`config.mk`:
```
export PLATFORM = sky130hd
export DESIGN_NAME = zca_crop
export DESIGN_NICKNAME = d
export VERILOG_FILES = /design/src/hw/rtl/zca_pkg.sv /design/src/hw/rtl/zca_crop.sv
export SDC_FILE = /design/constraint.sdc
export NUM_CORES = 1
export LEC_CHECK = 0
export ABC_AREA = 1
export ABC_CLOCK_PERIOD_IN_PS = 13410
export BUFFER_PORTS_ARGS = -buffer_cell sky130_fd_sc_hd__buf_2
export CAP_MARGIN = 15
export CORE_ASPECT_RATIO = 0.75
export CORE_MARGIN = 2
export CORE_UTILIZATION = 30
export CTS_CLUSTER_DIAMETER = 50
export DETAILED_ROUTE_END_ITERATION = 6
export PLACE_DENSITY_LB_ADDON = 0.3
export SYNTH_ARGS = -nofsm -noshare
export SYNTH_HDL_FRONTEND = slang
export SYNTH_SLANG_ARGS = --single-unit
```
`constraint.sdc`:
```
create_clock -name clk_i -period 13.41 [get_ports clk_i]
set_input_delay 3.3525 -clock clk_i [delete_from_list [all_inputs] [get_ports clk_i]]
set_output_delay 3.3525 -clock clk_i [all_outputs]
set_load 0.01 [all_outputs]
```
`src/hw/rtl/zca_pkg.sv`:
```
// Shared types, constants and codes of the zoom crop address generator.
// No dependencies; every other file imports this package.
package zca_pkg;

  localparam int DIM_BITS    = 13;
  localparam int ADDR_BITS   = 32;
  localparam int FMT_BITS    = 4;
  localparam int ZOOM_BITS   = 12;
  localparam int PITCH_BITS  = 16;
  localparam int WORD_BITS   = 32;
  localparam int FRAC_BITS   = 8;

  // Divider: quotient bits resolved per pipeline step
  localparam int DIV_BITS_PER_STEP = 4;
  localparam int DIV_STEPS = (DIM_BITS + DIV_BITS_PER_STEP - 1) / DIV_BITS_PER_STEP;
  localparam int STEP_BITS = $clog2(DIV_STEPS);
  localparam int REM_BITS  = DIM_BITS + FRAC_BITS;
  localparam int CMP_BITS  = DIM_BITS + ZOOM_BITS;

  localparam logic [ZOOM_BITS-1:0] ZOOM_MIN = ZOOM_BITS'(12'h100);
  localparam logic [ZOOM_BITS-1:0] ZOOM_MAX = ZOOM_BITS'(12'h400);

  localparam logic [FMT_BITS-1:0] FMT_PACKED_FIRST = 4'd0;
  localparam logic [FMT_BITS-1:0] FMT_PACKED_LAST  = 4'd3;
  localparam logic [FMT_BITS-1:0] FMT_NV12         = 4'd4;
  localparam logic [FMT_BITS-1:0] FMT_NV21         = 4'd5;
  localparam logic [FMT_BITS-1:0] FMT_I420         = 4'd6;
  localparam logic [FMT_BITS-1:0] FMT_YV12         = 4'd7;
  localparam logic [FMT_BITS-1:0] FMT_ARGB32       = 4'd8;

  typedef enum logic [2:0] {
    ST_OK   = 3'd0,
    ST_ZOOM = 3'd1,
    ST_GEOM = 3'd2,
    ST_FMT  = 3'd3,
    ST_NULL = 3'd4
  } status_e;

  typedef struct packed {
    logic [FMT_BITS-1:0]  fmt_code;
    logic [DIM_BITS-1:0]  src_width;
    logic [DIM_BITS-1:0]  src_height;
    logic [DIM_BITS-1:0]  src_stride;
    logic [ZOOM_BITS-1:0] zoom_q8;
    logic [WORD_BITS-1:0] base_y;
    logic [WORD_BITS-1:0] base_u;
    logic [WORD_BITS-1:0] base_v;
  } in_t;

  typedef struct packed {
    status_e               status;
    logic [DIM_BITS-1:0]   crop_w;
    logic [DIM_BITS-1:0]   crop_h;
    logic [WORD_BITS-1:0]  crop_x;
    logic [WORD_BITS-1:0]  crop_y;
    logic [PITCH_BITS-1:0] src_pitch;
    logic [ADDR_BITS-1:0]  read_y;
    logic [ADDR_BITS-1:0]  read_u;
    logic [ADDR_BITS-1:0]  read_v;
  } out_t;

  typedef struct packed {
    in_t     desc;
    status_e status;
  } job_t;

  typedef struct packed {
    logic [REM_BITS-1:0] rem_w;
    logic [REM_BITS-1:0] rem_h;
    logic [DIM_BITS-1:0] quo_w;
    logic [DIM_BITS-1:0] quo_h;
  } div_t;

  typedef struct packed {
    job_t                 job;
    logic [DIM_BITS:0]    crop_w;
    logic [DIM_BITS:0]    crop_h;
    logic [WORD_BITS-1:0] crop_x;
    logic [WORD_BITS-1:0] crop_y;
  } crop_t;

endpackage

```
`src/hw/rtl/zca_crop.sv`:
```
// Crop window stage: align the quotients, form the centred start offsets.
// Depends on zca_pkg.
module zca_crop import zca_pkg::*; (
  input  logic  clk_i,
  input  logic  rst_ni,
  input  logic  valid_i,
  output logic  ready_o,
  input  job_t  job_i,
  input  div_t  div_i,
  output logic  valid_o,
  input  logic  ready_i,
  output crop_t crop_o
);

  logic  valid_q;
  crop_t crop_q;
  crop_t crop_d;

  assign ready_o = !valid_q || ready_i;

  always_comb begin
    logic [WORD_BITS-1:0] cw;
    logic [WORD_BITS-1:0] ch;
    logic [WORD_BITS-1:0] dx;
    logic [WORD_BITS-1:0] dy;
    cw = (WORD_BITS'(div_i.quo_w) + WORD_BITS'(3)) & ~WORD_BITS'(3);
    ch = (WORD_BITS'(div_i.quo_h) + WORD_BITS'(1)) & ~WORD_BITS'(1);
    // wraps when the aligned crop exceeds the source
    dx = (WORD_BITS'(job_i.desc.src_width) - cw) >> 1;
    dy = (WORD_BITS'(job_i.desc.src_height) - ch) >> 1;
    crop_d.job    = job_i;
    crop_d.crop_w = cw[DIM_BITS:0];
    crop_d.crop_h = ch[DIM_BITS:0];
    crop_d.crop_x = (dx + WORD_BITS'(3)) & ~WORD_BITS'(3);
    crop_d.crop_y = (dy + WORD_BITS'(1)) & ~WORD_BITS'(1);
  end

  always_ff @(posedge clk_i or negedge rst_ni) begin
    if (!rst_ni) begin
      valid_q <= 1'b0;
    end else if (ready_o) begin
      valid_q <= valid_i;
    end
  end

  always_ff @(posedge clk_i) begin
    if (ready_o && valid_i) crop_q <= crop_d;
  end

  assign valid_o = valid_q;
  assign crop_o  = crop_q;

endmodule

```
-- After elaboration in Yosys (flattened, before gate mapping)
Index checks and enable logic that the tools add are counted.
- $add $sub $neg: 6
- reductions and logical operators: 3
- operator list (cell ; count):
    adder 31 x 1 -> 32 bit, second input constant ; 1
    adder 31 x 2 -> 32 bit, second input constant ; 1
    subtractor 13 x 14 -> 15 bit ; 2
    adder 13 x 1 -> 14 bit, second input constant ; 1
    adder 13 x 2 -> 14 bit, second input constant ; 1
    logical AND 1 bit ; 1
    logical NOT 1 bit ; 1
    logical OR 1 bit ; 1
- register bits after elaboration: 241
- output and inout port bits: 248
- logic and storage cells: 23

-- Logic depth before layout (Yosys ltp)
- depth in word-level cells: 3
- mapped depth: 25
- depth with buffers taken out: 25

-- Least setup slack after synthesis
Ideal clock, no wire load.
- path kind: input to register
- start: in valid_i
- end: reg crop_q, in the netlist crop_o[100] (enable)
- setup time: 0.921 ns
- data arrival time: 14.906 ns
- required time: 12.489 ns
- path slack: -2.417 ns
- stages on the path: 2
- cells stage by stage: inv_1 a21oi_1
- longest elaborated chain between the ends: 1
- RTL lines (element ; RTL line ; RTL):
    from (decl) ; zca_crop.sv:6 ; input logic valid_i,
    logical AND 1 bit ; zca_crop.sv:47 ; if (ready_o && valid_i) crop_q <= crop_d;
    to (signal assigned) ; zca_crop.sv:47 ;
    to (decl) ; zca_crop.sv:16 ; crop_t crop_q;
No other way between the ends.
A chain may end at the register's enable or synchronous reset.

-- Final worst setup path
- start: in ready_i
- end: out ready_o
- longest elaborated chain between the ends: 1
- RTL lines (element ; RTL line ; RTL):
    from (decl) ; zca_crop.sv:11 ; input logic ready_i,
    logical OR 1 bit ; zca_crop.sv:19 ; assign ready_o = !valid_q || ready_i;
    to (decl) ; zca_crop.sv:7 ; output logic ready_o,
No other way between the ends.

==> flow_summary_export.csv <==
group,metric,value,unit
placed_design,dp.cells,1601,
logic_synthesis,synthCells,734,
timing,rsz0062_at_grt,"no",
final_layout,drive_gt1_share,42.9,%
floorplanning,row_count,57,
timing,slew_headroom,33.8,%
routing,drt_iter0_markers,369,
logic_synthesis,yosys-top-cells-area,"edfxtp_1, nand2_1, ha_1",
clocking,clk_path_buf_depth,3,
floorplanning,coreArea,32500,um2
timing,finalSetupViolations,0,
global_route,grt_pass1_vias,6757,
flow_run,drv_cap,0,
pwr,vdd.ir_drop.worst,0.0000744,V
logic_synthesis,synth-edff-count,240,
min_path,holdCritPathClass,"reg -> reg",
placed_design,hpwl,20500,um
timing,tns,0,ns
routing,wl,26400,um
critical_path,worstPathArrival,3.77,ns
min_path,min_path_cells,2,
clocking,clock_latency,0.55,ns
routing,drc,0,
logic_synthesis,synth.yosys.seq_area_share,72.7,%
clocking,cts_tree,"yes",
critical_path,rr_worst_depth,3,
routing,vias,6960,
placed_design,gp_congestion,0.804,
critical_path,crit_type,"in -> out",
timing,post-route-min-period,7.12,ns
global_route,grt_start_max_net_pins,76,
logic_synthesis,yosys.area.top_type_share,72.5,%
logic_synthesis,synth.distinct_cells,39,
floorplanning,dieArea,34600,um2
final_layout,synthToLayoutAreaGrowth,36.8,%
timing,fin_skew,0.0104,ns
timing,finalMaxSlewViolations,0,
timing,max_freq,140,MHz
pwr,p_leak,6.10,nW
routing,routed_via_density,4.20,
global_route,grtUsageTotal,14.7,%
final_layout,fin_util,41.8,%
pwr,p_per_area,144,nW/um2
pwr,p_total,1.96,mW
final_layout,final_common_cell,"buf_2",
critical_path,cp-end-kind,"output pin",
placed_design,port_buffers,425,
clocking,clkSinkCount,241,
routing,wl_per_cell,16.0,um
logic_synthesis,ys.warnings.count,0,
logic_synthesis,synth_area_leader_cell,"edfxtp_1",
clocking,clk_pin_slew,0.06,ns
final_layout,final_cell_mix,"buf_2, edfxtp_1, nand2_1",
floorplanning,initial_core_util,30.6,%
logic_synthesis,synthFlopType,"edfxtp_1",
global_route,antenna_found_initial,4,
timing,whs,0.587,ns
critical_path,crit_path_start_kind,"input port",
clocking,cts_resized,0,
critical_path,required,10.06,ns
routing,ant_nets,0,
routing,first_pass_iters,5,
global_route,grt-ovfl-total,0,
clocking,cts_root_buffer,"clkbuf_16",
min_path,min_from,"valid_o$_DFFE_PN0N_",
critical_path,crit_start,"ready_i",
final_layout,fill_cells,3164,
critical_path,r2r_start,"valid_o$_DFFE_PN0N_",
clocking,cts_hold_buf,0,
final_layout,finalNonFillerCells,1656,
floorplanning,die-height,162,um
floorplanning,die_w,214,um
timing,hold_viol,0,
logic_synthesis,avgSynthCellArea,13.6,um2
run_status,status,"complete, no violations",
clocking,numCtsBuffers,30,
timing,worst_pin_slew,0.993,ns
clocking,post_cts_buffers,0,
logic_synthesis,ys_seq_elements,241,
global_route,grt_pass1_wl,39200,um
logic_synthesis,synth-async-reset-ratio,0.415,%
clocking,htree_levels,1,
final_layout,nets,1451,
final_layout,antenna_cells,0,
timing,period_share,53.1,%
floorplanning,ios,474,
critical_path,crit_fanout,2,
logic_synthesis,synth_area,9950,um2
-- worst paths after layout --
check / endpoint / slack, ns
hold reg to reg: valid_o$_DFFE_PN0N_ / 0.59
hold / removal: valid_o$_DFFE_PN0N_ / 0.59
setup / recovery: ready_o / 6.29
setup reg to reg: crop_o[190]$_DFFE_PP_ / 10.92
min in group asynchronous: valid_o$_DFFE_PN0N_ / 2.57
max in group asynchronous: valid_o$_DFFE_PN0N_ / 10.76
-- cell families (layout without fill, tap and decap cells) --
logic type / count (synthesis) / after routing / share of synthesized area, %
and+or+nand+nor: 281 / 281 / 13.5
DFF: 241 / 241 / 72.7
buffers and inverters: 113 / 588 / 4.67
adders and majority gates: 34 / 34 / 4.43
AOI/OAI and AO/OA: 33 / 33 / 1.89
xor gates and xnor gates: 31 / 31 / 2.73
other: 1 / 6 / 0.0377
-- cells in the mapped netlist (3+ instances only) --
| master | number |
|---|---|
| nor3_1 | 9 |
| nor2_2 | 14 |
| ha_1 | 32 |
| nand2_2 | 5 |
| inv_2 | 3 |
| xor2_1 | 26 |
| nor2_1 | 61 |
| nand2_4 | 5 |
| inv_1 | 101 |
| edfxtp_1 | 240 |
| nand2_1 | 121 |
| nor2_4 | 3 |
| a21oi_1 | 16 |
| buf_4 | 6 |
| xnor2_1 | 5 |
| o21ai_0 | 9 |
| nand3_1 | 39 |
| nand4_1 | 10 |
| nand3_2 | 5 |
-- sequential cells by signal, summed over array words and instances (netlist names) --
name     flops
valid_o      1
crop_o     240
-- where the power goes --
part           internal [mW]  total, mW  switching, mW
Combinational         0.0963      0.264          0.167
Sequential             0.896      0.908         0.0118
Clock                  0.468      0.790          0.322
Total                   1.46       1.96          0.501
-- layout make-up --
cell class	instances	area (um2)	area share (%)
clock inverter	19	198	1.45
multi-input combinational	385	2280	16.8
inverter	104	390	2.87
timing repair buffer	429	2160	15.9
sequential	241	7230	53.2
tap	442	553	4.07
clock buffer	36	795	5.84
-- worst max-delay path, cell delays in order --
cell	delay, ns
buf_2	0.10
inv_1	0.10
nand2_1	0.07
buf_2	0.14
-- through the flow --
step	worst slack [ns]	instance area, um2
2_1_floorplan	2.55	9970
3_3_place_gp	6.29	12600
3_5_place_dp	6.29	12600
4_1_cts	6.29	13600
5_1_grt	6.25	13600
6_report	6.29	13600
-- routing by layer --
layer  global-route usage, %  up-vias  share of wire, %
li1                        -     3433                 -
met1                    18.9     3246                43
met2                    25.0      228                48
met3                    3.60       53               6.1
met4                    3.60        0               2.3
met5                       0        -                 0
Power figures use the tool's default switching activity.
