<file path="src/hw/rtl/zca_pkg.sv">
// Shared types, constants and codes of the zoom crop address generator.
// No dependencies; every other file imports this package.
package zca_pkg;

  localparam int DIM_BITS    = 13;
  localparam int ADDR_BITS   = 32;
  localparam int FMT_BITS    = 4;
  localparam int ZOOM_BITS   = 12;
  localparam int PITCH_BITS  = 16;
  localparam int WORD_BITS   = 32;
  localparam int FRAC_BITS   = 8;

  // Divider: quotient bits resolved per pipeline step
  localparam int DIV_BITS_PER_STEP = 4;
  localparam int DIV_STEPS = (DIM_BITS + DIV_BITS_PER_STEP - 1) / DIV_BITS_PER_STEP;
  localparam int STEP_BITS = $clog2(DIV_STEPS);
  localparam int REM_BITS  = DIM_BITS + FRAC_BITS;
  localparam int CMP_BITS  = DIM_BITS + ZOOM_BITS;

  localparam logic [ZOOM_BITS-1:0] ZOOM_MIN = ZOOM_BITS'(12'h100);
  localparam logic [ZOOM_BITS-1:0] ZOOM_MAX = ZOOM_BITS'(12'h400);

  localparam logic [FMT_BITS-1:0] FMT_PACKED_FIRST = 4'd0;
  localparam logic [FMT_BITS-1:0] FMT_PACKED_LAST  = 4'd3;
  localparam logic [FMT_BITS-1:0] FMT_NV12         = 4'd4;
  localparam logic [FMT_BITS-1:0] FMT_NV21         = 4'd5;
  localparam logic [FMT_BITS-1:0] FMT_I420         = 4'd6;
  localparam logic [FMT_BITS-1:0] FMT_YV12         = 4'd7;
  localparam logic [FMT_BITS-1:0] FMT_ARGB32       = 4'd8;

  typedef enum logic [2:0] {
    ST_OK   = 3'd0,
    ST_ZOOM = 3'd1,
    ST_GEOM = 3'd2,
    ST_FMT  = 3'd3,
    ST_NULL = 3'd4
  } status_e;

  typedef struct packed {
    logic [FMT_BITS-1:0]  fmt_code;
    logic [DIM_BITS-1:0]  src_width;
    logic [DIM_BITS-1:0]  src_height;
    logic [DIM_BITS-1:0]  src_stride;
    logic [ZOOM_BITS-1:0] zoom_q8;
    logic [WORD_BITS-1:0] base_y;
    logic [WORD_BITS-1:0] base_u;
    logic [WORD_BITS-1:0] base_v;
  } in_t;

  typedef struct packed {
    status_e               status;
    logic [DIM_BITS-1:0]   crop_w;
    logic [DIM_BITS-1:0]   crop_h;
    logic [WORD_BITS-1:0]  crop_x;
    logic [WORD_BITS-1:0]  crop_y;
    logic [PITCH_BITS-1:0] src_pitch;
    logic [ADDR_BITS-1:0]  read_y;
    logic [ADDR_BITS-1:0]  read_u;
    logic [ADDR_BITS-1:0]  read_v;
  } out_t;

  typedef struct packed {
    in_t     desc;
    status_e status;
  } job_t;

  typedef struct packed {
    logic [REM_BITS-1:0] rem_w;
    logic [REM_BITS-1:0] rem_h;
    logic [DIM_BITS-1:0] quo_w;
    logic [DIM_BITS-1:0] quo_h;
  } div_t;

  typedef struct packed {
    job_t                 job;
    logic [DIM_BITS:0]    crop_w;
    logic [DIM_BITS:0]    crop_h;
    logic [WORD_BITS-1:0] crop_x;
    logic [WORD_BITS-1:0] crop_y;
  } crop_t;

endpackage

</file>
<file path="src/hw/rtl/zca_check.sv">
// First stage: descriptor checks and divider seed.
// Depends on zca_pkg.
module zca_check import zca_pkg::*; (
  input  logic clk_i,
  input  logic rst_ni,
  input  logic valid_i,
  output logic ready_o,
  input  in_t  desc_i,
  output logic valid_o,
  input  logic ready_i,
  output job_t job_o,
  output div_t div_o
);

  logic    valid_q;
  job_t    job_q;
  div_t    div_q;
  status_e status_d;

  assign ready_o = !valid_q || ready_i;

  always_comb begin
    status_d = ST_OK;
    if (desc_i.zoom_q8 < ZOOM_MIN || desc_i.zoom_q8 > ZOOM_MAX) begin
      status_d = ST_ZOOM;
    end else if (desc_i.src_width == '0 || desc_i.src_height == '0 ||
                 desc_i.src_stride < desc_i.src_width) begin
      status_d = ST_GEOM;
    end else if (desc_i.fmt_code inside {[FMT_PACKED_FIRST:FMT_PACKED_LAST]}) begin
      if (desc_i.base_y == '0) status_d = ST_NULL;
    end else if (desc_i.fmt_code inside {FMT_NV12, FMT_NV21}) begin
      if (desc_i.base_y == '0 || desc_i.base_u == '0) status_d = ST_NULL;
    end else if (desc_i.fmt_code inside {FMT_I420, FMT_YV12}) begin
      if (desc_i.base_y == '0 || desc_i.base_u == '0 || desc_i.base_v == '0) begin
        status_d = ST_NULL;
      end
    end else if (desc_i.fmt_code == FMT_ARGB32) begin
      status_d = (desc_i.base_y == '0) ? ST_NULL : ST_FMT;
    end else begin
      status_d = ST_FMT;
    end
  end

  always_ff @(posedge clk_i or negedge rst_ni) begin
    if (!rst_ni) begin
      valid_q <= 1'b0;
    end else if (ready_o) begin
      valid_q <= valid_i;
    end
  end

  always_ff @(posedge clk_i) begin
    if (ready_o && valid_i) begin
      job_q.desc   <= desc_i;
      job_q.status <= status_d;
      div_q.rem_w  <= {desc_i.src_width, FRAC_BITS'(0)};
      div_q.rem_h  <= {desc_i.src_height, FRAC_BITS'(0)};
      div_q.quo_w  <= '0;
      div_q.quo_h  <= '0;
    end
  end

  assign valid_o = valid_q;
  assign job_o   = job_q;
  assign div_o   = div_q;

endmodule

</file>
<file path="config.mk">
export PLATFORM = sky130hd
export DESIGN_NAME = zca_check
export DESIGN_NICKNAME = d
export VERILOG_FILES = /design/src/hw/rtl/zca_pkg.sv /design/src/hw/rtl/zca_check.sv
export SDC_FILE = /design/constraint.sdc
export NUM_CORES = 1
export LEC_CHECK = 0
export BUFFER_PORTS_ARGS = -buffer_cell sky130_fd_sc_hd__buf_2
export CAP_MARGIN = 20
export CORE_AREA = 10 10 138 140
export CTS_BUF_LIST = sky130_fd_sc_hd__clkbuf_4 sky130_fd_sc_hd__clkbuf_8
export CTS_CLUSTER_SIZE = 30
export DETAILED_ROUTE_END_ITERATION = 10
export DIE_AREA = 0 0 148 150
export PLACE_DENSITY = 0.73
export SLEW_MARGIN = 20
export SYNTH_ARGS = -nofsm -noshare
export SYNTH_HDL_FRONTEND = slang
export SYNTH_SLANG_ARGS = --single-unit
</file>
<file path="constraint.sdc">
create_clock -name clk_i -period 6.16 [get_ports clk_i]
set_input_delay 1.232 -clock clk_i [delete_from_list [all_inputs] [get_ports clk_i]]
set_output_delay 1.232 -clock clk_i [all_outputs]
set_load 0.01 [all_outputs]
</file>
[Word-level counts from Yosys, hierarchy flattened]
Index checks and enable logic that the tools add are counted.
W data, S select, Z words.
Storage, ports and cells
  register bits: 155
  latch bits: 0
  bits in writable memories: 0
  memory bits (read-only): 0
  input bits: 155
  word-level logic and storage cells: 47
  memories kept: 0
Operators by class
  add/subtract/negate cells: 0
  $mul: 0
  div/mod/pow operators: 0
  $lt $le $gt $ge: 5
  eq/ne operators: 5
  shifts and indexed selects: 0
  multiplexer cells: 9
  bitwise operators: 0
  reductions and logical operators: 17
Operator list (count)
  $logic_not A32 Y1: 3
  $logic_not A13 Y1: 2
  $mux W3: 8
  $eq A4 B3 Y1 const B: 4
  $lt A13 B13 Y1: 1
  $gt A12 B11 Y1 const B: 1
  $lt A12 B9 Y1 const B: 1
  $logic_or A1 B1 Y1: 6
  $eq A4 B4 Y1 const B: 1
  $ge A4 B1 Y1 const B: 1
  $le A4 B2 Y1 const B: 1
  $reduce_bool A2 Y1: 2
  $logic_and A1 B1 Y1: 2
  $mux W2: 1
  $reduce_or A2 Y1: 1
  $logic_not A1 Y1: 1

[Longest topological paths before layout]
  depth after elaboration: 8
  gate-level depth with buffers: 7

[Worst setup path after synthesis]
No wires, ideal clock.
  path kind: input to register
  start: in ready_i
  end: reg div_q (netlist bit div_o[34]), enable pin
  data arrival time: 4977 ps
  setup slack: 650 ps
  stages on the path: 2
  cell sequence: nand2b_1 -> and2_1
Between the ends
  word-level cells in the longest chain between the ends: 2
RTL lines
  from (decl): RTL line zca_check.sv:10  | input logic ready_i,
  $logic_or A1 B1 Y1: RTL line zca_check.sv:20  | assign ready_o = !valid_q || ready_i;
  $logic_and A1 B1 Y1: RTL line zca_check.sv:53  | if (ready_o && valid_i) begin
  to (decl): RTL line zca_check.sv:17  | div_t div_q;
Every way passes these cells.
A chain may end at the register's enable or synchronous reset.

[Final worst setup path]
  start: in ready_i
  end: out ready_o
Between the ends
  word-level cells in the longest chain between the ends: 1
RTL lines
  $logic_or A1 B1 Y1: RTL line zca_check.sv:20
  to (decl): RTL line zca_check.sv:7  | output logic ready_o,
Every way passes these cells.

==> impl_metrics.env <==
export IMPL_setup_violations=0
export IMPL_cts_tree="built"
export IMPL_io_pins=379
export IMPL_p_leak_nw=3.402
export IMPL_ant_nets=0
export IMPL_syn_avg_cell_area_sq_um=17.73
export IMPL_cts_buffers_inserted=17
export IMPL_ys_ff_latch=155
export IMPL_area_delta_synth_final_pct=34.18
export IMPL_ys_types=28
export IMPL_cts_buffer_depth=2
export IMPL_maxCapViolCount=0
export IMPL_grt_max_degree=83
export IMPL_globalplace_congestion=0.8609
export IMPL_drive_gt1_share_pct=55.92
export IMPL_ir_drop_mv=0.1091
export IMPL_report_final_hold_viol_count=0
export IMPL_routed_wl_mm=18.35
export IMPL_grt_pass1_wl_mm=25.68
export IMPL_path_cells="buf_2 -> nand2b_1 -> buf_2"
export IMPL_post_cts_buffers=0
export IMPL_dr_pass1_iters=4
export IMPL_fp_dieW_um=148
export IMPL_via_per_inst=4.388
export IMPL_layout_commonest_cell="buf_2"
export IMPL_critPathSlowestCell="nand2b_1"
export IMPL_critical_path_required_ps=4930
export IMPL_synth_edf_count=154
export IMPL_path_class="input pin to output port"
export IMPL_status="finished, final reports clean"
export IMPL_skew_ps=11.72
export IMPL_rsz0062_at_grt="no"
export IMPL_cts_resized=0
export IMPL_tns_ps=0
export IMPL_die_y_um=150
export IMPL_synth_cells=332
export IMPL_clock_fmax_mhz=347.4
export IMPL_rows=47
export IMPL_num_vias=3932
export IMPL_cp_end_kind="output port"
export IMPL_port_buffers=336
export IMPL_initial_core_util_pct=36.01
export IMPL_yosysSeqAreaShare_pct=78.98
export IMPL_drc=0
export IMPL_dp_cells=863
export IMPL_coreArea_sq_um=16350
export IMPL_start_kind="input pin"
export IMPL_clkSlewWorstSetupHoldPaths_ps=90
export IMPL_grt_pass1_vias=4397
export IMPL_dieArea_sq_um=22200
export IMPL_fin_crit_ps=2879
export IMPL_async_flop_share_pct=0.6452
export IMPL_gr_total_overflow=0
export IMPL_worstHoldPathType="input pin to async pin"
export IMPL_yosysWarningCount=0
export IMPL_grtUsageTotal_pct=15.47
export IMPL_root_buffer="clkbuf_8"
export IMPL_cp_common_cell="buf_2"
export IMPL_wl_per_cell_um=20.48
export IMPL_layoutNonFillerInstCount=896
export IMPL_path_max_fanout=3
export IMPL_slew_headroom_pct=63.61
export IMPL_path_delay_family="buffers and inverters"
export IMPL_hpwl_mm=15.21
export IMPL_layout_common_cells="buf_2, edfxtp_1, conb_1"
export IMPL_cts_sinks=155
export IMPL_layout_nets=830
export IMPL_path_buf_inv=2
export IMPL_power_per_cell_area_nw_per_um2=277.3
export IMPL_slew_violations=0
export IMPL_worst_slew_pin_transition_ps=541.2
export IMPL_netlist_area_sq_um=5887
export IMPL_htreeDepth=4
export IMPL_drt_iter0_markers=185
export IMPL_arrival_ps=1650
export IMPL_clkLatencyLatePin_ps=430
export IMPL_post_route_period_util_pct=46.73
export IMPL_antennaDiodeCount=0
export IMPL_postCtsHoldBufs=0
export IMPL_antenna_found_initial=0
export IMPL_cpPeakStageDelay_ps=160
export IMPL_synth_top_flop_cell="edfxtp_1"
flip-flops by register name, indices dropped and copies added (netlist names):
| register | flops |
|---|---|
| div_o | 13 |
| job_o | 141 |
| valid_o | 1 |
cell families after synthesis:
logic type	Yosys count	synth area share [%]
AO/OA/AOI/OAI	13	1.615
flip-flops	155	78.98
AND/OR/NAND/NOR	70	7.290
other	1	0.06370
buffers and inverters	81	9.501
adder cells (fa/ha/maj)	12	2.550
Yosys cell counts (all sizes together), types with 2 or more instances:
cell type  instances  area [sq um]
edfxtp           154          4624
buf               68         510.5
nor4              29         193.9
inv               13         48.80
ha                12         150.1
nand4              9         56.30
nand3              6         35.03
nor2               6         22.52
nor3               6         30.03
nand2              5         18.77
o31ai              4         30.03
a21oi              3         15.01
nand2b             3         18.77
a21o               2         15.01
nor4b              2         23.77
routing by layer:
layer | up-vias | part of all wire (%) | global-route usage, %
met4 | 0 | 1.6 | 5.451
met3 | 19 | 9.8 | 6.310
met1 | 1828 | 36 | 16.01
met2 | 243 | 52 | 27.69
li1 | 1842 | - | -
met5 | - | 0 | 0
area by class of cell:
cell class,instances,area [sq um]
Fill cell,1467,8449
Inverter,13,48.80
Multi-Input combinational cell,137,834.6
Sequential cell,155,4649
Clock inverter,14,125.1
Timing Repair Buffer,339,1724
Tap cell,220,275.3
Clock buffer,18,241.5
stage by stage:
stage,power [mW],cell area [sq um],setup slack (ps),utilization (%),hold slack [ps]
floorplan,1.398,6041,650.4,-,622.1
global placement,1.506,7505,2881,45.91,523.4
detailed placement,1.513,7505,2847,45.91,548.3
CTS,2.217,7871,3279,48.15,515.8
global route,2.289,7899,3271,48.32,504.5
finish,2.190,7899,3281,48.32,548.8
power breakdown:
| part | switching [mW] | internal (mW) | leakage, nW | total, mW |
|---|---|---|---|---|
| Clock | 0.404 | 0.298 | 0.176 | 0.702 |
| Combinational | 0.151 | 0.0931 | 1.75 | 0.244 |
| Sequential | 0.0161 | 1.23 | 1.48 | 1.24 |
| Total | 0.570 | 1.62 | 3.40 | 2.19 |
worst paths after layout:
| path | cells after the start | slack, ps | endpoint | start |
|---|---|---|---|---|
| setup / recovery | 3 | 3280 | ready_o | ready_i |
| hold / removal | 1 | 550 | valid_o$_DFFE_PN0N_ | rst_ni |
| setup reg to reg | 4 | 4030 | job_o[150]$_DFFE_PP_ | valid_o$_DFFE_PN0N_ |
| hold reg to reg | 2 | 570 | valid_o$_DFFE_PN0N_ | valid_o$_DFFE_PN0N_ |
| max in group asynchronous | 1 | 5530 | valid_o$_DFFE_PN0N_ | rst_ni |
| min in group clk_i | 2 | 570 | valid_o$_DFFE_PN0N_ | valid_o$_DFFE_PN0N_ |
Power figures use the tool's default switching activity.
