<file path="src/hw/rtl/zca_pkg.sv">
// Shared types, constants and codes of the zoom crop address generator.
// No dependencies; every other file imports this package.
package zca_pkg;

  localparam int DIM_BITS    = 13;
  localparam int ADDR_BITS   = 32;
  localparam int FMT_BITS    = 4;
  localparam int ZOOM_BITS   = 12;
  localparam int PITCH_BITS  = 16;
  localparam int WORD_BITS   = 32;
  localparam int FRAC_BITS   = 8;

  // Divider: quotient bits resolved per pipeline step
  localparam int DIV_BITS_PER_STEP = 4;
  localparam int DIV_STEPS = (DIM_BITS + DIV_BITS_PER_STEP - 1) / DIV_BITS_PER_STEP;
  localparam int STEP_BITS = $clog2(DIV_STEPS);
  localparam int REM_BITS  = DIM_BITS + FRAC_BITS;
  localparam int CMP_BITS  = DIM_BITS + ZOOM_BITS;

  localparam logic [ZOOM_BITS-1:0] ZOOM_MIN = ZOOM_BITS'(12'h100);
  localparam logic [ZOOM_BITS-1:0] ZOOM_MAX = ZOOM_BITS'(12'h400);

  localparam logic [FMT_BITS-1:0] FMT_PACKED_FIRST = 4'd0;
  localparam logic [FMT_BITS-1:0] FMT_PACKED_LAST  = 4'd3;
  localparam logic [FMT_BITS-1:0] FMT_NV12         = 4'd4;
  localparam logic [FMT_BITS-1:0] FMT_NV21         = 4'd5;
  localparam logic [FMT_BITS-1:0] FMT_I420         = 4'd6;
  localparam logic [FMT_BITS-1:0] FMT_YV12         = 4'd7;
  localparam logic [FMT_BITS-1:0] FMT_ARGB32       = 4'd8;

  typedef enum logic [2:0] {
    ST_OK   = 3'd0,
    ST_ZOOM = 3'd1,
    ST_GEOM = 3'd2,
    ST_FMT  = 3'd3,
    ST_NULL = 3'd4
  } status_e;

  typedef struct packed {
    logic [FMT_BITS-1:0]  fmt_code;
    logic [DIM_BITS-1:0]  src_width;
    logic [DIM_BITS-1:0]  src_height;
    logic [DIM_BITS-1:0]  src_stride;
    logic [ZOOM_BITS-1:0] zoom_q8;
    logic [WORD_BITS-1:0] base_y;
    logic [WORD_BITS-1:0] base_u;
    logic [WORD_BITS-1:0] base_v;
  } in_t;

  typedef struct packed {
    status_e               status;
    logic [DIM_BITS-1:0]   crop_w;
    logic [DIM_BITS-1:0]   crop_h;
    logic [WORD_BITS-1:0]  crop_x;
    logic [WORD_BITS-1:0]  crop_y;
    logic [PITCH_BITS-1:0] src_pitch;
    logic [ADDR_BITS-1:0]  read_y;
    logic [ADDR_BITS-1:0]  read_u;
    logic [ADDR_BITS-1:0]  read_v;
  } out_t;

  typedef struct packed {
    in_t     desc;
    status_e status;
  } job_t;

  typedef struct packed {
    logic [REM_BITS-1:0] rem_w;
    logic [REM_BITS-1:0] rem_h;
    logic [DIM_BITS-1:0] quo_w;
    logic [DIM_BITS-1:0] quo_h;
  } div_t;

  typedef struct packed {
    job_t                 job;
    logic [DIM_BITS:0]    crop_w;
    logic [DIM_BITS:0]    crop_h;
    logic [WORD_BITS-1:0] crop_x;
    logic [WORD_BITS-1:0] crop_y;
  } crop_t;

endpackage

</file>
<file path="src/hw/rtl/zca_addr.sv">
// Address stages: row products, then per-plane origin sums into the
// result register. Depends on zca_pkg.
module zca_addr import zca_pkg::*; (
  input  logic  clk_i,
  input  logic  rst_ni,
  input  logic  valid_i,
  output logic  ready_o,
  input  crop_t crop_i,
  output logic  valid_o,
  input  logic  ready_i,
  output out_t  res_o
);

  logic                 mul_valid_q;
  crop_t                mul_crop_q;
  logic [DIM_BITS:0]    pitch_q;
  logic [WORD_BITS-1:0] prod_y_q;
  logic [WORD_BITS-1:0] prod_c_q;
  logic                 mul_ready;
  logic                 res_valid_q;
  out_t                 res_q;
  out_t                 res_d;
  logic                 packed_i;
  logic                 planar_i;
  logic [DIM_BITS:0]    pitch_d;
  logic [DIM_BITS-1:0]  cmul_d;

  assign mul_ready = !res_valid_q || ready_i;
  assign ready_o   = !mul_valid_q || mul_ready;

  assign packed_i = crop_i.job.desc.fmt_code inside {[FMT_PACKED_FIRST:FMT_PACKED_LAST]};
  assign planar_i = crop_i.job.desc.fmt_code inside {FMT_I420, FMT_YV12};
  assign pitch_d  = packed_i ? {crop_i.job.desc.src_stride, 1'b0}
                             : {1'b0, crop_i.job.desc.src_stride};
  assign cmul_d   = planar_i ? (crop_i.job.desc.src_stride >> 1)
                             : crop_i.job.desc.src_stride;

  always_ff @(posedge clk_i or negedge rst_ni) begin
    if (!rst_ni) begin
      mul_valid_q <= 1'b0;
      res_valid_q <= 1'b0;
    end else begin
      if (ready_o)   mul_valid_q <= valid_i;
      if (mul_ready) res_valid_q <= mul_valid_q;
    end
  end

  always_ff @(posedge clk_i) begin
    if (ready_o && valid_i) begin
      mul_crop_q <= crop_i;
      pitch_q    <= pitch_d;
      prod_y_q   <= WORD_BITS'(WORD_BITS'(pitch_d) * crop_i.crop_y);
      prod_c_q   <= WORD_BITS'(WORD_BITS'(cmul_d) * crop_i.crop_y);
    end
  end

  always_comb begin
    logic                 pk;
    logic                 pl;
    logic [WORD_BITS-1:0] offy;
    logic [WORD_BITS-1:0] offc;
    logic [WORD_BITS-1:0] rowc;
    logic [WORD_BITS-1:0] ry;
    logic [WORD_BITS-1:0] ru;
    logic [WORD_BITS-1:0] rv;
    pk   = mul_crop_q.job.desc.fmt_code inside {[FMT_PACKED_FIRST:FMT_PACKED_LAST]};
    pl   = mul_crop_q.job.desc.fmt_code inside {FMT_I420, FMT_YV12};
    offy = pk ? (mul_crop_q.crop_x << 1) : mul_crop_q.crop_x;
    offc = pl ? (mul_crop_q.crop_x >> 1) : mul_crop_q.crop_x;
    rowc = prod_c_q >> 1;
    ry   = mul_crop_q.job.desc.base_y + prod_y_q + offy;
    ru   = pk ? '0 : (mul_crop_q.job.desc.base_u + rowc + offc);
    rv   = pl ? (mul_crop_q.job.desc.base_v + rowc + offc) : '0;
    res_d = '0;
    res_d.status = mul_crop_q.job.status;
    // any failed check zeroes the rest of the word
    if (mul_crop_q.job.status == ST_OK) begin
      res_d.crop_w    = mul_crop_q.crop_w[DIM_BITS-1:0];
      res_d.crop_h    = mul_crop_q.crop_h[DIM_BITS-1:0];
      res_d.crop_x    = mul_crop_q.crop_x;
      res_d.crop_y    = mul_crop_q.crop_y;
      res_d.src_pitch = PITCH_BITS'(pitch_q);
      res_d.read_y    = ry[ADDR_BITS-1:0];
      res_d.read_u    = ru[ADDR_BITS-1:0];
      res_d.read_v    = rv[ADDR_BITS-1:0];
    end
  end

  always_ff @(posedge clk_i) begin
    if (mul_ready && mul_valid_q) res_q <= res_d;
  end

  assign valid_o = res_valid_q;
  assign res_o   = res_q;

endmodule

</file>
<file path="config.mk">
export PLATFORM = sky130hd
export DESIGN_NAME = zca_addr
export DESIGN_NICKNAME = d
export VERILOG_FILES = /design/src/hw/rtl/zca_pkg.sv /design/src/hw/rtl/zca_addr.sv
export SDC_FILE = /design/constraint.sdc
export NUM_CORES = 2
export LEC_CHECK = 0
export ABC_AREA = 0
export BUFFER_PORTS_ARGS = -buffer_cell sky130_fd_sc_hd__buf_2
export CORE_MARGIN = 2
export CORE_UTILIZATION = 59
export DETAILED_ROUTE_END_ITERATION = 8
export MAX_ROUTING_LAYER = met4
export PLACE_DENSITY_LB_ADDON = 0.12
export SYNTH_ARGS = -nofsm -noshare
export SYNTH_HDL_FRONTEND = slang
export SYNTH_SLANG_ARGS = --single-unit
</file>
<file path="constraint.sdc">
create_clock -name clk_i -period 19.1 [get_ports clk_i]
set_input_delay 0.955 -clock clk_i [delete_from_list [all_inputs] [get_ports clk_i]]
set_output_delay 0.955 -clock clk_i [all_outputs]
set_load 0.02 [all_outputs]
</file>
==> After elaboration in Yosys (flattened, before gate mapping) <==
Index checks and enable logic that the tools add are counted.
{ "word_totals": {"reg_bits": 478, "in_bits": 250, "out_inout_bits": 207, "elab_cells": 58} }
{ "classes": {"addsub": 6, "n_mul": 2, "magnitude_cmp": 4, "n_eq_ne": 4, "mux": 4, "bitwise": 1, "reduce_logical": 13} }
{ "ops": {"columns": ["op", "n"], "rows": [
  ["adder 32 bit", 4],
  ["adder 32 x 31 -> 32 bit", 2],
  ["2-to-1 mux 32 bit", 2],
  ["multiplier 13 x 32 -> 32 bit", 1],
  ["multiplier 14 x 32 -> 32 bit", 1],
  ["== test 4 x 3 -> 1 bit, second input constant", 4],
  ["2-to-1 mux 14 bit", 1],
  ["2-to-1 mux 13 bit", 1],
  [">= comparator 4 x 1 -> 1 bit, second input constant", 2],
  ["<= comparator 4 x 2 -> 1 bit, second input constant", 2],
  ["logical AND 1 bit", 4],
  ["nonzero test 2 bit", 2],
  ["zero test 3 bit", 1],
  ["zero test 1 bit", 2],
  ["logical OR 1 bit", 2],
  ["AND reduction 2 bit", 1],
  ["OR reduction 2 bit", 1],
  ["NOT 1 bit", 1]
]} }

==> Logic depth before layout (Yosys ltp) <==
{ "logic_depth": {"depth_word": 4, "mapped_depth": 27, "mapped_depth_nobuf": 25} }

==> Worst setup path after synthesis <==
No wires, ideal clock.
{ "synth_path": {"path_type": "input-to-reg", "from": "input ready_i", "to": "register mul_crop_q[0] (netlist name), enable pin", "setup_ps": 663, "arrival_ps": 7356, "path_slack_ps": 11081, "cell_stages": 2, "n_path_buf": 0, "cell_sequence": "nand3b_1 and2_1"} }
{ "synth_via": {"elab_chain_len": 3} }
{ "synth_lines": {"columns": ["item", "line_no", "rtl"], "rows": [
  ["start, declared", "zca_addr.sv:10", "input logic ready_i,"],
  ["logical OR 1 bit", "zca_addr.sv:28", "assign mul_ready = !res_valid_q || ready_i;"],
  ["logical OR 1 bit", "zca_addr.sv:29", "assign ready_o = !mul_valid_q || mul_ready;"],
  ["logical AND 1 bit", "zca_addr.sv:49", "if (ready_o && valid_i) begin"],
  ["end signal, assigned", "zca_addr.sv:50", "mul_crop_q <= crop_i;"],
  ["end, declared", "zca_addr.sv:15", "crop_t mul_crop_q;"]
]} }
Every way passes these cells.
A chain may end at the register's enable or synchronous reset.

==> Worst setup path after layout <==
{ "layout_path": {"from": "input crop_i[245] (netlist name)", "to": "register prod_y_q[29], data pin"} }
{ "layout_via": {"elab_chain_len": 4, "elab_cells_between_ends": 5, "classes_between": "mul: 1; order compare: 2; mux: 1; reduce/logical: 1"} }
{ "layout_lines": {"columns": ["item", "line_no", "rtl"], "rows": [
  ["start, declared", "zca_addr.sv:8", "input crop_t crop_i,"],
  [">= comparator 4 x 1 -> 1 bit / <= comparator 4 x 2 -> 1 bit (equally long branches)", "zca_addr.sv:31", "assign packed_i = crop_i.job.desc.fmt_code inside {[FMT_PACKED_FIRST:FMT_PACKED_LAST]};"],
  ["logical AND 1 bit *", "zca_addr.sv:31", null],
  ["2-to-1 mux 14 bit *", "zca_addr.sv:33", "assign pitch_d = packed_i ? {crop_i.job.desc.src_stride, 1'b0}"],
  ["multiplier 14 x 32 -> 32 bit *", "zca_addr.sv:52", "prod_y_q <= WORD_BITS'(WORD_BITS'(pitch_d) * crop_i.crop_y);"],
  ["end signal, assigned", "zca_addr.sv:52", null],
  ["end, declared", "zca_addr.sv:17", "logic [WORD_BITS-1:0] prod_y_q;"]
]} }
Mark *: on every way between the ends. The rest lies on a longest branch, timed or not.

==> qor.csv <==
metric;value;unit
asr flop ratio synth;0.00422;
Final #Nets;5622;
Placer Congestion;0.963;
I/O Buffers;413;
drt drc;0;
critical path class;in -> reg;
flops & latches, synth;474;
Via Count;30303;
vias in the first global route;31238;
Hold Path Class;in -> async;
Post-synth EDFFs;472;
Detailed Routing Iterations Pass 1;5;
Buffers & Inverters on Critical Path;6;
hpwl dp;82100;um
DIE HEIGHT;277;um
Max Slew Vio Count;0;
Crit-path slowest cell;mux2_2;
Area Overhead vs Synth;11.2;%
P_leak;23.4;nW
Num CTS Buffers;55;
cell area after synthesis;44000;um2
fmax;128;MHz
first-pass GRT wire length;172000;um
CORE AREA;74200;um2
worst slew pin tran;1.11;ns
share of layout cells above drive strength 1;0.121;
Max VDD drop;185;uV
yosys warns;0;
PD cells;203;nW/um2
Layout Utilization;0.659;
Max-cap violations;0;
vias per cell;5.44;
Setup TNS;0;ns
crit-path most repeated cell;fa_1;
1st-iter DRT viols;2108;
antenna viol nets, final;0;
Synth top area share;0.322;
CTS H-tree lvls;2;
WL/cell;19.7;um
initial antenna violation count;9;
CP delay by family, top;adder cells;
most frequent cells in the layout;inv_1 (935), fa_1 (625), nand2_1 (528), edfxtp_1 (472), buf_2 (413);
CTS root buf;clkbuf_16;
Syn Area/Cell;10.4;um2
CTS sink cnt;474;
required time worst endpoint;19.44;ns
clock period minus worst slack;7.80;ns
clk_skew;0.0394;ns
effective utilization at floorplan;0.593;
io pins;457;
largest net degree at the start of global routing;152;
Mapped Cells;4217;
WL final;109000;um
Worst EP arrival;8.14;ns
die area;76800;um2
TritonCTS clock tree;yes;
ys flop type;edfxtp_1;
num rows;100;
Setup Buffers After CTS;0;
post-cts sizing count;0;
Fin. Hold Viols;0;
commonest non-fill, non-tap cell in the layout;inv_1;
CP startpoint kind;input pin;
max_slew headroom;0.257;
largest cells by area after synthesis;edfxtp_1 (32%), fa_1 (28%), inv_1 (8.0%), ha_1 (5.7%), and2_1 (5.1%);
Clock Latency Late Sink;0.62;ns
period utilization;0.409;
Remaining Overflow, GRT;0;
CTS Hold Bufs;0;
Setup-failing EPs final;0;
Netlist cell types;76;
CP max stage delay;0.66;ns
RSZ-0062 raised after global routing;no;
Clock transition at path regs;0.06;ns
Yosys top cell by area;edfxtp_1;
gr usage total;0.300;
Max FO, Critical Path;31;
status;completed;
Clock Path Buffers;3;
Seq/Total Area, Yosys;0.323;
Die X;277;um
Crit. End Element;flip-flop;
[final timing paths]
| path | start | endpoint | slack [ns] | cells past startpoint |
|---|---|---|---|---|
| min reg2reg | mul_valid_q | valid_o | 0.49 | 1 |
| min in group clk_i | mul_valid_q | valid_o | 0.49 | 1 |
| min | rst_ni | valid_o | 0.10 | 1 |
| max | crop_i[245] | prod_y_q[29] | 11.30 | 25 |
| max reg2reg | mul_crop_q[244] | res_o[62] | 13.90 | 15 |
| max in group asynchronous | rst_ni | mul_valid_q | 18.90 | 1 |
[cell type report]
| cell class | count | area (um2) |
|---|---|---|
| multi-input cells | 2647 | 25700 |
| fillers | 5900 | 25300 |
| flip-flops and latches | 474 | 14200 |
| inverters | 935 | 3510 |
| repair buffers | 432 | 2220 |
| clock buffers | 61 | 1400 |
| well taps | 969 | 1210 |
| clock inverters | 42 | 648 |
| diodes | 9 | 22.5 |
[Yosys cell counts, types with 14 or more instances]
master    count
a21o_1       52
nand2_1     528
o21a_1       33
o21bai_1     16
a211oi_1     14
xor2_1       50
inv_1       935
nor3_1       40
edfxtp_1    472
buf_1        16
o21ai_0      62
nor2_1      108
fa_1        625
xnor2_1      99
and2_1      356
nand2b_1     20
a21oi_1     109
clkbuf_1    142
ha_1        202
mux2i_1      67
nor2b_1      22
and3_1       39
nand3_1      29
[metal layers]
layer / routed length, um / vias up / track usage
li1: - / 13808 / -
met1: 45600 / 15137 / 0.398
met2: 52100 / 1167 / 0.478
met3: 9040 / 191 / 0.0571
met4: 2740 / 0 / 0.0817
met5: 0 / - / -
[report_power, final]
| group | internal [W] | total (W) | leakage, nW | switching (W) |
|---|---|---|---|---|
| Sequential | 0.00159 | 0.00165 | 4.65 | 0.0000527 |
| Clock | 0.000725 | 0.00118 | 0.981 | 0.000457 |
| Combinational | 0.00291 | 0.00709 | 17.8 | 0.00418 |
| Total | 0.00523 | 0.00992 | 23.4 | 0.00469 |
[per-stage QoR]
step	total power [W]	instances	area, um2	setup slack [ns]	hold WS [ns]
2_1_floorplan	0.00702	4218	44000	11.08	0.442
3_3_place_gp	0.00852	5457	46900	10.77	0.469
3_5_place_dp	0.00867	5457	46900	10.74	0.480
4_1_cts	0.00989	5560	48900	11.35	0.0772
5_1_grt	0.0109	5568	48900	11.06	0.0902
6_report	0.00992	5569	48900	11.30	0.105
[flip-flops by register name (all words and copies together) (netlist names)]
signal and count:
res_o 203, mul_valid_q 1, prod_y_q 32, mul_crop_q 192
pitch_q 14, valid_o 1, prod_c_q 31
[cells by family after synthesis]
group,count (synthesis),synth area share
AOI/OAI and AO/OA,390,0.0593
other,1,0.0000852
and+or+nand+nor,1199,0.134
xor gates and xnor gates,149,0.0297
muxes,80,0.0186
buffers and inverters,1097,0.0938
adders and majority gates,827,0.342
DFF,474,0.323
Power figures use the tool's default switching activity.
